**config.mk**
```make
export PLATFORM = sky130hd
export DESIGN_NAME = grid_cell_corner_indices_core
export DESIGN_NICKNAME = d
export VERILOG_FILES = /design/src/rtl/gcci_pkg.sv /design/src/rtl/gcci_div.sv /design/src/rtl/gcci_front.sv /design/src/rtl/gcci_queue.sv /design/src/rtl/gcci_back.sv /design/src/rtl/grid_cell_corner_indices_core.sv
export SDC_FILE = /design/constraint.sdc
export NUM_CORES = 2
export LEC_CHECK = 0
export BUFFER_PORTS_ARGS = -buffer_cell sky130_fd_sc_hd__buf_2
export CAP_MARGIN = 0
export CELL_PAD_IN_SITES_DETAIL_PLACEMENT = 1
export CELL_PAD_IN_SITES_GLOBAL_PLACEMENT = 1
export CORE_ASPECT_RATIO = 1.2
export CORE_MARGIN = 8
export CORE_UTILIZATION = 52
export DETAILED_ROUTE_END_ITERATION = 8
export GPL_TIMING_DRIVEN = 0
export PLACE_DENSITY_LB_ADDON = 0.25
export SLEW_MARGIN = 10
export SYNTH_ARGS = -nofsm -noshare
export SYNTH_HDL_FRONTEND = slang
export SYNTH_SLANG_ARGS = --single-unit
```
**constraint.sdc**
```tcl
create_clock -name clk -period 15.55 [get_ports clk]
set_clock_uncertainty 0.05 [all_clocks]
set_input_delay 1.555 -clock clk [delete_from_list [all_inputs] [get_ports clk]]
set_output_delay 1.555 -clock clk [all_outputs]
set_load 0.005 [all_outputs]
```
**src/rtl/gcci_pkg.sv**
```systemverilog
`timescale 1ns / 1ps
package gcci_pkg;

  localparam int DIM_W   = 11;
  localparam int CELL_W  = 30;
  localparam int VTX_W   = 33;
  localparam int CD_W    = 10;
  localparam int DIVQ_W  = 32;
  localparam int LAYER_W = 21;
  localparam int MAX_DIM = 1024;
  localparam int DIV_ITERS = 8;
  localparam int CNT_W = 3;

  // configuration register indexes
  localparam logic REG_DIM_X = 1'b0;
  localparam logic REG_DIM_Y = 1'b1;

  typedef struct packed {
    logic [CD_W-1:0]   x;
    logic [CD_W-1:0]   y;
    logic [CELL_W-1:0] z;
  } cell_pos_t;

  typedef struct packed {
    logic [CD_W-1:0]   rem;
    logic [DIVQ_W-1:0] q;
  } div_st_t;

  // clamp a dimension into 2..MAX_DIM
  function automatic logic [DIM_W-1:0] clamp_dim(input logic [DIM_W-1:0] d);
    logic [DIM_W-1:0] r;
    if (d < DIM_W'(2)) begin
      r = DIM_W'(2);
    end else if (d > DIM_W'(MAX_DIM)) begin
      r = DIM_W'(MAX_DIM);
    end else begin
      r = d;
    end
    return r;
  endfunction

  // four restoring division steps, one quotient bit each
  function automatic div_st_t div_step4(input div_st_t s, input logic [CD_W-1:0] d);
    div_st_t      r;
    logic [CD_W:0] t;
    r = s;
    for (int i = 0; i < 4; i++) begin
      t = {r.rem, r.q[DIVQ_W-1]};
      r.q = {r.q[DIVQ_W-2:0], 1'b0};
      if (t >= {1'b0, d}) begin
        r.rem = CD_W'(t - {1'b0, d});
        r.q[0] = 1'b1;
      end else begin
        r.rem = t[CD_W-1:0];
      end
    end
    return r;
  endfunction

endpackage

```
**src/rtl/gcci_div.sv**
```systemverilog
`timescale 1ns / 1ps
module gcci_div (
  input  logic                       clk,
  input  logic                       rst_n,
  input  logic                       start,
  input  logic [gcci_pkg::CELL_W-1:0] dividend,
  input  logic [gcci_pkg::CD_W-1:0]   divisor,
  output logic                       in_ready,
  output logic                       res_valid,
  input  logic                       take,
  output logic [gcci_pkg::CELL_W-1:0] quot,
  output logic [gcci_pkg::CD_W-1:0]   rem
);
  import gcci_pkg::*;

  div_st_t          st_r, st_nxt;
  logic [CNT_W-1:0] cnt_r;
  logic             act_r, fin_r;
  div_st_t          init;

  assign in_ready  = !act_r && (!fin_r || take);
  assign res_valid = fin_r;
  assign quot      = st_r.q[CELL_W-1:0];
  assign rem       = st_r.rem;

  // first step runs on the load, seven more follow
  always_comb begin
    init.rem = '0;
    init.q   = {{(DIVQ_W-CELL_W){1'b0}}, dividend};
    if (start && in_ready) begin
      st_nxt = div_step4(init, divisor);
    end else if (act_r) begin
      st_nxt = div_step4(st_r, divisor);
    end else begin
      st_nxt = st_r;
    end
  end

  always_ff @(posedge clk) begin
    st_r <= st_nxt;
    if (!rst_n) begin
      act_r <= 1'b0;
      fin_r <= 1'b0;
      cnt_r <= '0;
    end else if (start && in_ready) begin
      act_r <= 1'b1;
      fin_r <= 1'b0;
      cnt_r <= CNT_W'(1);
    end else if (act_r) begin
      cnt_r <= cnt_r + CNT_W'(1);
      if (cnt_r == CNT_W'(DIV_ITERS - 1)) begin
        act_r <= 1'b0;
        fin_r <= 1'b1;
      end
    end else if (take) begin
      fin_r <= 1'b0;
    end
  end

endmodule

```
**src/rtl/gcci_front.sv**
```systemverilog
`timescale 1ns / 1ps
module gcci_front (
  input  logic                        clk,
  input  logic                        rst_n,
  input  logic                        start,
  output logic                        busy,
  input  logic [gcci_pkg::CELL_W-1:0] cell_number,
  input  logic [gcci_pkg::CD_W-1:0]   cx,
  input  logic [gcci_pkg::CD_W-1:0]   cy,
  output logic                        pos_valid,
  input  logic                        pos_ready,
  output gcci_pkg::cell_pos_t         pos
);
  import gcci_pkg::*;

  logic              d1_ready, d1_valid, d2_ready, d2_valid;
  logic [CELL_W-1:0] q1, q2;
  logic [CD_W-1:0]   r1, r2;
  logic [CD_W-1:0]   x_r;

  assign busy = !d1_ready;

  // cell / (dim_x-1): remainder is x
  gcci_div u_div_x (
    .clk, .rst_n, .start(start), .dividend(cell_number), .divisor(cx),
    .in_ready(d1_ready), .res_valid(d1_valid), .take(d2_ready),
    .quot(q1), .rem(r1)
  );

  // row / (dim_y-1): remainder is y, quotient is z
  gcci_div u_div_yz (
    .clk, .rst_n, .start(d1_valid), .dividend(q1), .divisor(cy),
    .in_ready(d2_ready), .res_valid(d2_valid), .take(pos_ready),
    .quot(q2), .rem(r2)
  );

  // carry x along with the second division
  always_ff @(posedge clk) begin
    if (d1_valid && d2_ready) begin
      x_r <= r1;
    end
  end

  assign pos_valid = d2_valid;
  assign pos.x = x_r;
  assign pos.y = r2;
  assign pos.z = q2;

endmodule

```
**src/rtl/gcci_queue.sv**
```systemverilog
`timescale 1ns / 1ps
module gcci_queue (
  input  logic                clk,
  input  logic                rst_n,
  input  logic                push,
  input  gcci_pkg::cell_pos_t push_data,
  output logic                full,
  input  logic                pop,
  output logic                not_empty,
  output gcci_pkg::cell_pos_t head
);
  import gcci_pkg::*;

  cell_pos_t  mem_r [2];
  logic       wp_r, rp_r;
  logic [1:0] cnt_r;
  logic       do_push, do_pop;

  assign full      = (cnt_r == 2'd2);
  assign not_empty = (cnt_r != 2'd0);
  assign head      = mem_r[rp_r];
  assign do_push   = push && !full;
  assign do_pop    = pop && not_empty;

  always_ff @(posedge clk) begin
    if (do_push) begin
      mem_r[wp_r] <= push_data;
    end
    if (!rst_n) begin
      wp_r  <= 1'b0;
      rp_r  <= 1'b0;
      cnt_r <= 2'd0;
    end else begin
      if (do_push) begin
        wp_r <= !wp_r;
      end
      if (do_pop) begin
        rp_r <= !rp_r;
      end
      cnt_r <= cnt_r + {1'b0, do_push} - {1'b0, do_pop};
    end
  end

endmodule

```
**src/rtl/gcci_back.sv**
```systemverilog
`timescale 1ns / 1ps
module gcci_back (
  input  logic                         clk,
  input  logic                         rst_n,
  input  logic                         pos_valid,
  output logic                         pos_pop,
  input  gcci_pkg::cell_pos_t          pos,
  input  logic [gcci_pkg::DIM_W-1:0]   dx,
  input  logic [gcci_pkg::LAYER_W-1:0] layer,
  output logic                         out_strobe,
  output logic [gcci_pkg::VTX_W-1:0]   out_vertex_index,
  output logic [2:0]                   out_corner,
  output logic                         out_last
);
  import gcci_pkg::*;

  logic                  p_v_r;
  logic [CD_W-1:0]       px_r;
  logic [LAYER_W-1:0]    ydx_r;
  logic [VTX_W-1:0]      zl_r;
  logic [CELL_W+LAYER_W-1:0] zl_full;
  logic                  e_act_r;
  logic [CNT_W-1:0]      cnt_r;
  logic [VTX_W-1:0]      base_r;
  logic                  e_load, p_load;

  assign e_load  = p_v_r && (!e_act_r || cnt_r == 3'd7);
  assign p_load  = pos_valid && (!p_v_r || e_load);
  assign pos_pop = p_load;
  assign zl_full = pos.z * layer;

  // product stage
  always_ff @(posedge clk) begin
    if (p_load) begin
      px_r  <= pos.x;
      ydx_r <= LAYER_W'(pos.y * dx);
      zl_r  <= zl_full[VTX_W-1:0];
    end
    if (!rst_n) begin
      p_v_r <= 1'b0;
    end else if (p_load) begin
      p_v_r <= 1'b1;
    end else if (e_load) begin
      p_v_r <= 1'b0;
    end
  end

  // corner emitter: base index, then walk the eight corners
  always_ff @(posedge clk) begin
    if (e_load) begin
      base_r <= VTX_W'(px_r) + VTX_W'(ydx_r) + zl_r;
    end
    if (!rst_n) begin
      e_act_r <= 1'b0;
      cnt_r   <= '0;
    end else if (e_load) begin
      e_act_r <= 1'b1;
      cnt_r   <= '0;
    end else if (e_act_r) begin
      cnt_r <= cnt_r + CNT_W'(1);
      if (cnt_r == 3'd7) begin
        e_act_r <= 1'b0;
      end
    end
  end

  assign out_strobe       = e_act_r;
  assign out_corner       = cnt_r;
  assign out_last         = e_act_r && (cnt_r == 3'd7);
  assign out_vertex_index = base_r + VTX_W'(cnt_r[0])
                          + (cnt_r[1] ? VTX_W'(dx) : '0)
                          + (cnt_r[2] ? VTX_W'(layer) : '0);

  a_walk: assert property (@(posedge clk) disable iff (!rst_n)
    e_act_r && cnt_r != 3'd7 |=> e_act_r && cnt_r == $past(cnt_r) + 3'd1)
    else $error("corner walk broke off");
  a_first: assert property (@(posedge clk) disable iff (!rst_n)
    e_load |=> out_strobe && out_corner == 3'd0)
    else $error("cell did not start at corner 0");
  a_pstage: assert property (@(posedge clk) disable iff (!rst_n)
    p_v_r && !e_load |=> p_v_r && $stable(zl_r))
    else $error("product stage lost a cell");

endmodule

```
**src/rtl/grid_cell_corner_indices_core.sv**
```systemverilog
`timescale 1ns / 1ps
// Once the first corner of a cell appears, its corners follow at one corner per cycle.
// Cell rate is bounded by the two chained 4-bit-per-cycle dividers and by the
// eight-corner output walk.
// Reset: synchronous active-low; dims return to 1024, all queues and units empty.
// The receiver cannot stall; each corner word shows for exactly one cycle.
module grid_cell_corner_indices_core (
  input  logic                         clk,
  input  logic                         rst_n,
  input  logic                         start,
  output logic                         busy,
  input  logic [gcci_pkg::CELL_W-1:0]  in_cell_number,
  output logic                         out_strobe,
  output logic [gcci_pkg::VTX_W-1:0]   out_vertex_index,
  output logic [2:0]                   out_corner,
  output logic                         out_last,
  input  logic                         cfg_we,
  input  logic                         cfg_index,
  input  logic [gcci_pkg::DIM_W-1:0]   cfg_data
);
  import gcci_pkg::*;

  logic [DIM_W-1:0]   dim_x_r, dim_y_r, dx, dy;
  logic [CD_W-1:0]    cx, cy;
  logic [LAYER_W-1:0] layer_r;
  logic [2*DIM_W-1:0] layer_full;
  logic               f_valid, q_full, q_ne, pop;
  cell_pos_t          f_pos, q_head;

  // configuration registers
  always_ff @(posedge clk) begin
    if (!rst_n) begin
      dim_x_r <= DIM_W'(1024);
      dim_y_r <= DIM_W'(1024);
    end else if (cfg_we) begin
      case (cfg_index)
        REG_DIM_X: dim_x_r <= cfg_data;
        REG_DIM_Y: dim_y_r <= cfg_data;
        default:   ;
      endcase
    end
  end

  assign dx = clamp_dim(dim_x_r);
  assign dy = clamp_dim(dim_y_r);
  assign cx = CD_W'(dx - DIM_W'(1));
  assign cy = CD_W'(dy - DIM_W'(1));
  assign layer_full = dx * dy;

  // layer size, used only well after the dividers
  always_ff @(posedge clk) begin
    layer_r <= layer_full[LAYER_W-1:0];
  end

  gcci_front u_front (
    .clk, .rst_n, .start, .busy, .cell_number(in_cell_number),
    .cx, .cy, .pos_valid(f_valid), .pos_ready(!q_full), .pos(f_pos)
  );

  gcci_queue u_queue (
    .clk, .rst_n, .push(f_valid), .push_data(f_pos), .full(q_full),
    .pop, .not_empty(q_ne), .head(q_head)
  );

  gcci_back u_back (
    .clk, .rst_n, .pos_valid(q_ne), .pos_pop(pop), .pos(q_head),
    .dx, .layer(layer_r), .out_strobe, .out_vertex_index, .out_corner, .out_last
  );

endmodule

```
* Yosys cells after proc, flatten, opt, wreduce, memory -nomap -nowiden
Memories as Yosys holds them, arrays and structs flattened. A register that Yosys moved wholly into a read port is not among the register bits.
Cells that the tools add are included.
** Word-level totals
- Register bits :: 253
- Memory bits (writable) :: 100
- Input bits :: 46
- Word-level logic and storage cells :: 207
- Memories kept :: 1
** Operators by class
- $add $sub $neg :: 28
- Multipliers :: 3
- Magnitude comparators :: 20
- Equality and inequality tests :: 7
- Multiplexer cells :: 85
- Bitwise gates (word level) :: 2
- Reductions and logical operators :: 35
** Memories
- u_queue.mem_r :: words 2, bits a word 50, read ports 1, clocked after memory_dff 1, write ports 1, RTL line gcci_queue.sv:14 : cell_pos_t mem_r [2];
** Operators with widths (number)
- 10-bit two-way mux :: 34
- 42-bit two-way mux :: 4
- 11-bit by 10-bit greater-or-equal comparator with 1-bit output :: 14
- 10-bit subtractor :: 14
- 33-bit adder :: 3
- 11-bit two-way mux :: 5
- 1-bit two-way mux :: 41
- 33-bit by 1-bit adder with 33-bit output :: 1
- 30-bit by 21-bit multiplier with 33-bit output :: 1
- 10-bit by 21-bit adder with 22-bit output :: 1
- 11-bit > comparator, second input constant :: 2
- 11-bit by 2-bit < comparator with 1-bit output, second input constant :: 2
- 10-bit by 11-bit multiplier with 21-bit output :: 1
- 11-bit by 11-bit multiplier with 21-bit output :: 1
- 21-bit two-way mux :: 1
- 1-bit by 10-bit greater-or-equal comparator with 1-bit output, first input constant :: 2
- 1-bit by 10-bit subtractor with 10-bit output, first input constant :: 2
- 10-bit by 1-bit subtractor with 10-bit output, second input constant :: 2
- 1-bit logical NOT :: 10
- 2-bit nonzero test :: 5
- 3-bit by 1-bit adder with 3-bit output, second input constant :: 3
- 3-bit == test, second input constant :: 3
- 1-bit logical AND :: 9
- 2-bit AND reduction :: 4
- other kinds (8) :: 15

* Logic depth before layout (Yosys ltp)
- Word-level depth :: 20
- Mapped depth :: 61
- Gate-level depth less buffers :: 56

* Modules after synthesis
Synthesis repeated with hierarchy kept, for this count alone.
** Second synthesis, totals
- Cell total of the unflattened synthesis :: 5086
- Area, all modules :: 47177.7 sq um
** By module, submodules not included
- gcci_back :: instances 1, cells an instance 2638, area each 24491.0 sq um, seq. area each 3012.9 sq um
- gcci_div :: instances 2, cells an instance 793, area each 6387.4 sq um, seq. area each 1361.3 sq um
- grid_cell_corner_indices_core :: instances 1, cells an instance 668, area each 5502.8 sq um, seq. area each 860.8 sq um
- gcci_queue :: instances 1, cells an instance 182, area each 4098.9 sq um, seq. area each 3103.0 sq um
- gcci_front :: instances 1, cells an instance 12, area each 310.3 sq um, seq. area each 300.3 sq um

* Worst setup path after synthesis
Ideal clock, no wire load.
- Path kind :: reg-to-reg
- Start point :: register dim_x_r[7]
- End point :: register u_front.u_div_x.st_r, in the netlist u_front.u_div_x.rem[3] (data pin)
- Arrival :: 11.852 ns
- Required time :: 15.239 ns
- Setup slack :: 3.387 ns
- Cell stages (with the launch flop) :: 54
- Path buffers :: 7
- Cells stage by stage :: dfxtp_1 -> buf_6 -> or4_1 -> clkbuf_1 -> nor2_1 -> nand2_1 -> nand3_1 -> clkbuf_1 -> ha_1 -> buf_2 -> or4b_2 -> o21ai_0 -> o21a_1 -> ha_1 -> inv_1 -> a311oi_1 -> a221oi_1 -> o221a_2 -> (+18 left out) -> a21oi_1 -> o21a_1 -> o31a_1 -> o22a_1 -> or3_1 -> nand2_2 -> mux2_2 -> ha_1 -> a21o_1 -> a21oi_1 -> o21bai_1 -> a2111oi_0 -> nor2_1 -> o2111ai_1 -> and3_1 -> buf_4 -> nor3_1 -> a311o_1
** RTL lines
- from (decl) :: RTL line grid_cell_corner_indices_core.sv:23 : logic [DIM_W-1:0] dim_x_r, dim_y_r, dx, dy;
- from (signal assigned) :: RTL line grid_cell_corner_indices_core.sv:37 : REG_DIM_X: dim_x_r <= cfg_data;
- to (signal assigned) :: RTL line gcci_div.sv:40 : st_r <= st_nxt;
- to (decl) :: RTL line gcci_div.sv:16 : div_st_t st_r, st_nxt;

==> impl_metrics.env <==
export IMPL_cts_root_buf="clkbuf_16"
export IMPL_p_int_uw=3315
export IMPL_drc=0
export IMPL_yosysWarnings=0
export IMPL_start_util_pct=52.52
export IMPL_ys_top_cells_by_count="nand2_1, inv_1, fa_1"
export IMPL_yosysMostFrequentCell="nand2_1"
export IMPL_cts_sinks=354
export IMPL_synthTopCellsByArea="fa_1, edfxtp_1, ha_1"
export IMPL_ys_seq_area_share_pct=22.01
export IMPL_slew_viol_final=0
export IMPL_finalCritPeriodShare_pct=94.68
export IMPL_final_cells=6248
export IMPL_power_density_mw_per_mm2=122.5
export IMPL_cts_hold_repair_buffers=0
export IMPL_grt_max_degree=37
export IMPL_ant_nets=0
export IMPL_firstDrtPassIters=5
export IMPL_cp_start_kind="register"
export IMPL_grt_first_pass_wirelength_microns=231700
export IMPL_synth_edf_count=291
export IMPL_grt_setup_unrepaired="no"
export IMPL_io_pins=85
export IMPL_drive_gt1_share_pct=6.366
export IMPL_final_util_pct=56.60
export IMPL_p_switching_uw=2684
export IMPL_globalRouteOverflowTotal=0
export IMPL_synth_cell_types=104
export IMPL_fin_ws_ns=0.8268
export IMPL_status="finished, final reports clean"
export IMPL_hold_ws_ns=0.4118
export IMPL_yosysTopAreaCell="fa_1"
export IMPL_gp_congestion=0.9529
export IMPL_pwr_share_comb_pct=59.1
export IMPL_antenna_found_initial=7
export IMPL_finalSetupViolations=0
export IMPL_drt_iter0_markers=2227
export IMPL_clkLatencyLatePin_ns=0.60
export IMPL_ys_ff_latch=354
export IMPL_crit_required_ns=15.82
export IMPL_numPortBuffers=83
export IMPL_syn_inst=4935
export IMPL_nets=6073
export IMPL_leakagePower_uw=0.02211
export IMPL_max_cap_violations=0
export IMPL_worstSetupPathType="register to register"
export IMPL_arrival_ns=14.99
export IMPL_syn_area_sq_mm=0.04544
export IMPL_slew_headroom_pct=14.03
export IMPL_post_place_ws_ns=0.1985
export IMPL_path_clk_slew_ns=0.07
export IMPL_cp_end_kind="register"
export IMPL_power_uw=5999
export IMPL_max_stage_delay_ns=0.63
export IMPL_wl_microns=151300
export IMPL_min_period_ns=14.72
export IMPL_p_sw_share_pct=44.75
export IMPL_syn_avg_cell_area_sq_um=9.208
export IMPL_die_x_microns=285.9
export IMPL_hold_violations=0
export IMPL_crit_buf_inv=8
export IMPL_crit_path_frequent_cell="o21ai_0"
export IMPL_path_max_fanout=16
export IMPL_synthFlopType="edfxtp_1"
export IMPL_cts_tree="yes"
export IMPL_yosysTopAreaCellShare_pct=24.49
export IMPL_dp_final_hpwl_microns=121200
export IMPL_hp_class="register to register"
export IMPL_post_drt_wl_per_cell_microns=24.22
export IMPL_cts_buffers=39
export IMPL_cts_setup_buffers=0
export IMPL_htreeDepth=2
export IMPL_num_rows=118
export IMPL_dp_cells=6175
export IMPL_p_clk_share_pct=17.0
export IMPL_cpLargestDelayFamily="compound AO/OA/AOI/OAI gates"
export IMPL_vias_per_cell=5.893
export IMPL_critPathSlowestCell="or4b_2"
export IMPL_clk_path_buf_depth=3
export IMPL_core_area_sq_mm=0.08652
export IMPL_power_frac_seq_pct=23.9
export IMPL_fmax_mhz=67.92
export IMPL_grt_pass1_vias=40930
export IMPL_async_reset_ff_share_pct=0
export IMPL_die_h_microns=339.8
export IMPL_max_vdd_ir_drop_uv=292.1
export IMPL_tightest_slew_ns=1.290
export IMPL_grt_usage_pct=30.69
export IMPL_vias=36820
export IMPL_synthToLayoutAreaGrowth_pct=7.765
export IMPL_fillCellCount=10070
export IMPL_die_area_sq_mm=0.09714
==> final timing paths <==
check / cells past startpoint / slack, ns / to / startpoint
setup / recovery: 54 / 0.83 / u_front.u_div_x.rem[3] / dim_x_r[6]
hold / removal: 0 / 0.41 / u_queue.mem_r[0][41] / u_front.x_r[1]
setup reg to reg: 54 / 0.83 / u_front.u_div_x.rem[3] / dim_x_r[6]
hold reg to reg: 0 / 0.41 / u_queue.mem_r[0][41] / u_front.x_r[1]
==> layout by cell type (no fill, tap or decap), types with 9 or more instances in the layout <==
cell type / instances
nand3_1: 49
nor2_1: 290
ha_1: 397
buf_2: 87
o21a_1: 41
nor2b_1: 57
mux2i_1: 34
a21oi_1: 173
edfxtp_1: 291
clkbuf_1: 168
a211oi_1: 19
nand3b_1: 9
nand4_1: 32
o21ai_0: 110
and3_1: 28
fa_1: 556
or3_1: 20
a31o_2: 9
a31oi_1: 23
and2_1: 224
nand2b_1: 43
or2_2: 14
o21bai_1: 32
o211ai_1: 13
o31ai_1: 10
xnor2_1: 226
inv_1: 692
a21boi_0: 39
nand2_1: 808
clkbuf_16: 41
xor2_1: 53
a21o_1: 47
dfxtp_1: 63
buf_6: 9
mux2_2: 72
a211o_1: 11
nor3_1: 59
o31a_1: 11
==> area by class of cell <==
cell class	instances	area, sq um	area share [%]
antenna	3	7.507	0.01533
timing repair buffer	95	611.8	1.249
tap	1140	1426	2.913
sequential	354	10000	20.42
clock buffer	48	1072	2.190
inverter	703	2639	5.389
buffer	186	768.2	1.569
multi-input combinational	3695	32130	65.62
clock inverter	24	311.5	0.6362
==> worst reg2reg max path: cells and delay by family, from the launching register on <==
kind | cells | cell delay (ns)
AND/OR/NAND/NOR | 14 | 3.46
adder cells (fa/ha/maj) | 5 | 1.57
flip-flops | 1 | 0.40
buffers and inverters | 8 | 1.83
AO/OA/AOI/OAI | 27 | 7.12
==> power by group through the flow <==
stage	combinational (uW)	clock (uW)	sequential (uW)
6_report	3540	1020	1440
5_1_grt	3830	1060	1450
4_1_cts	3500	1030	1430
3_5_place_dp	3460	0	1450
3_3_place_gp	3300	0	1460
2_1_floorplan	2480	0	1410
==> sequential cells by signal, summed over array words and instances, names as in the netlist, 11 cells and up, named ones only <==
signal,count
layer_r,21
u_front.u_div_yz.quot,30
u_back.zl_r,33
u_queue.mem_r,100
u_front.u_div_x.quot,30
u_back.base_r,33
u_back.ydx_r,21
dim_y_r,11
dim_x_r,11
==> layer usage <==
| metal | vias up | wire length, microns | GRT usage (%) |
|---|---|---|---|
| met5 | - | 34 | 0 |
| li1 | 16360 | - | - |
| met2 | 1277 | 74820 | 54.06 |
| met1 | 18660 | 56830 | 34.33 |
| met3 | 520 | 8303 | 4.653 |
| met4 | 6 | 11330 | 20.00 |
==> cell families (layout without fill, tap and decap cells) <==
group | count (synthesis) | in the layout | synth area share (%)
simple gates | 1690 | 1690 | 17.24
fa+ha+maj | 961 | 961 | 35.61
buf+inv | 891 | 1056 | 7.495
compound gates | 648 | 648 | 9.560
flops | 354 | 354 | 22.01
xor+xnor | 282 | 282 | 5.466
mux | 108 | 108 | 2.616
other cells | 1 | 9 | 0.008252
==> through the flow <==
step	setup TNS (ns)	cell area, sq um
6_report	0	48970
5_1_grt	0	48960
4_1_cts	0	48940
3_5_place_dp	0	47560
3_3_place_gp	-6.698	47300
2_1_floorplan	0	45460
==> repair_timing <==
item                                    CTS  global route
endpoints found under the setup margin    0            22
resized for setup                         0            18
endpoints found under the hold margin     0             0
(Power assumes the default switching activity.)
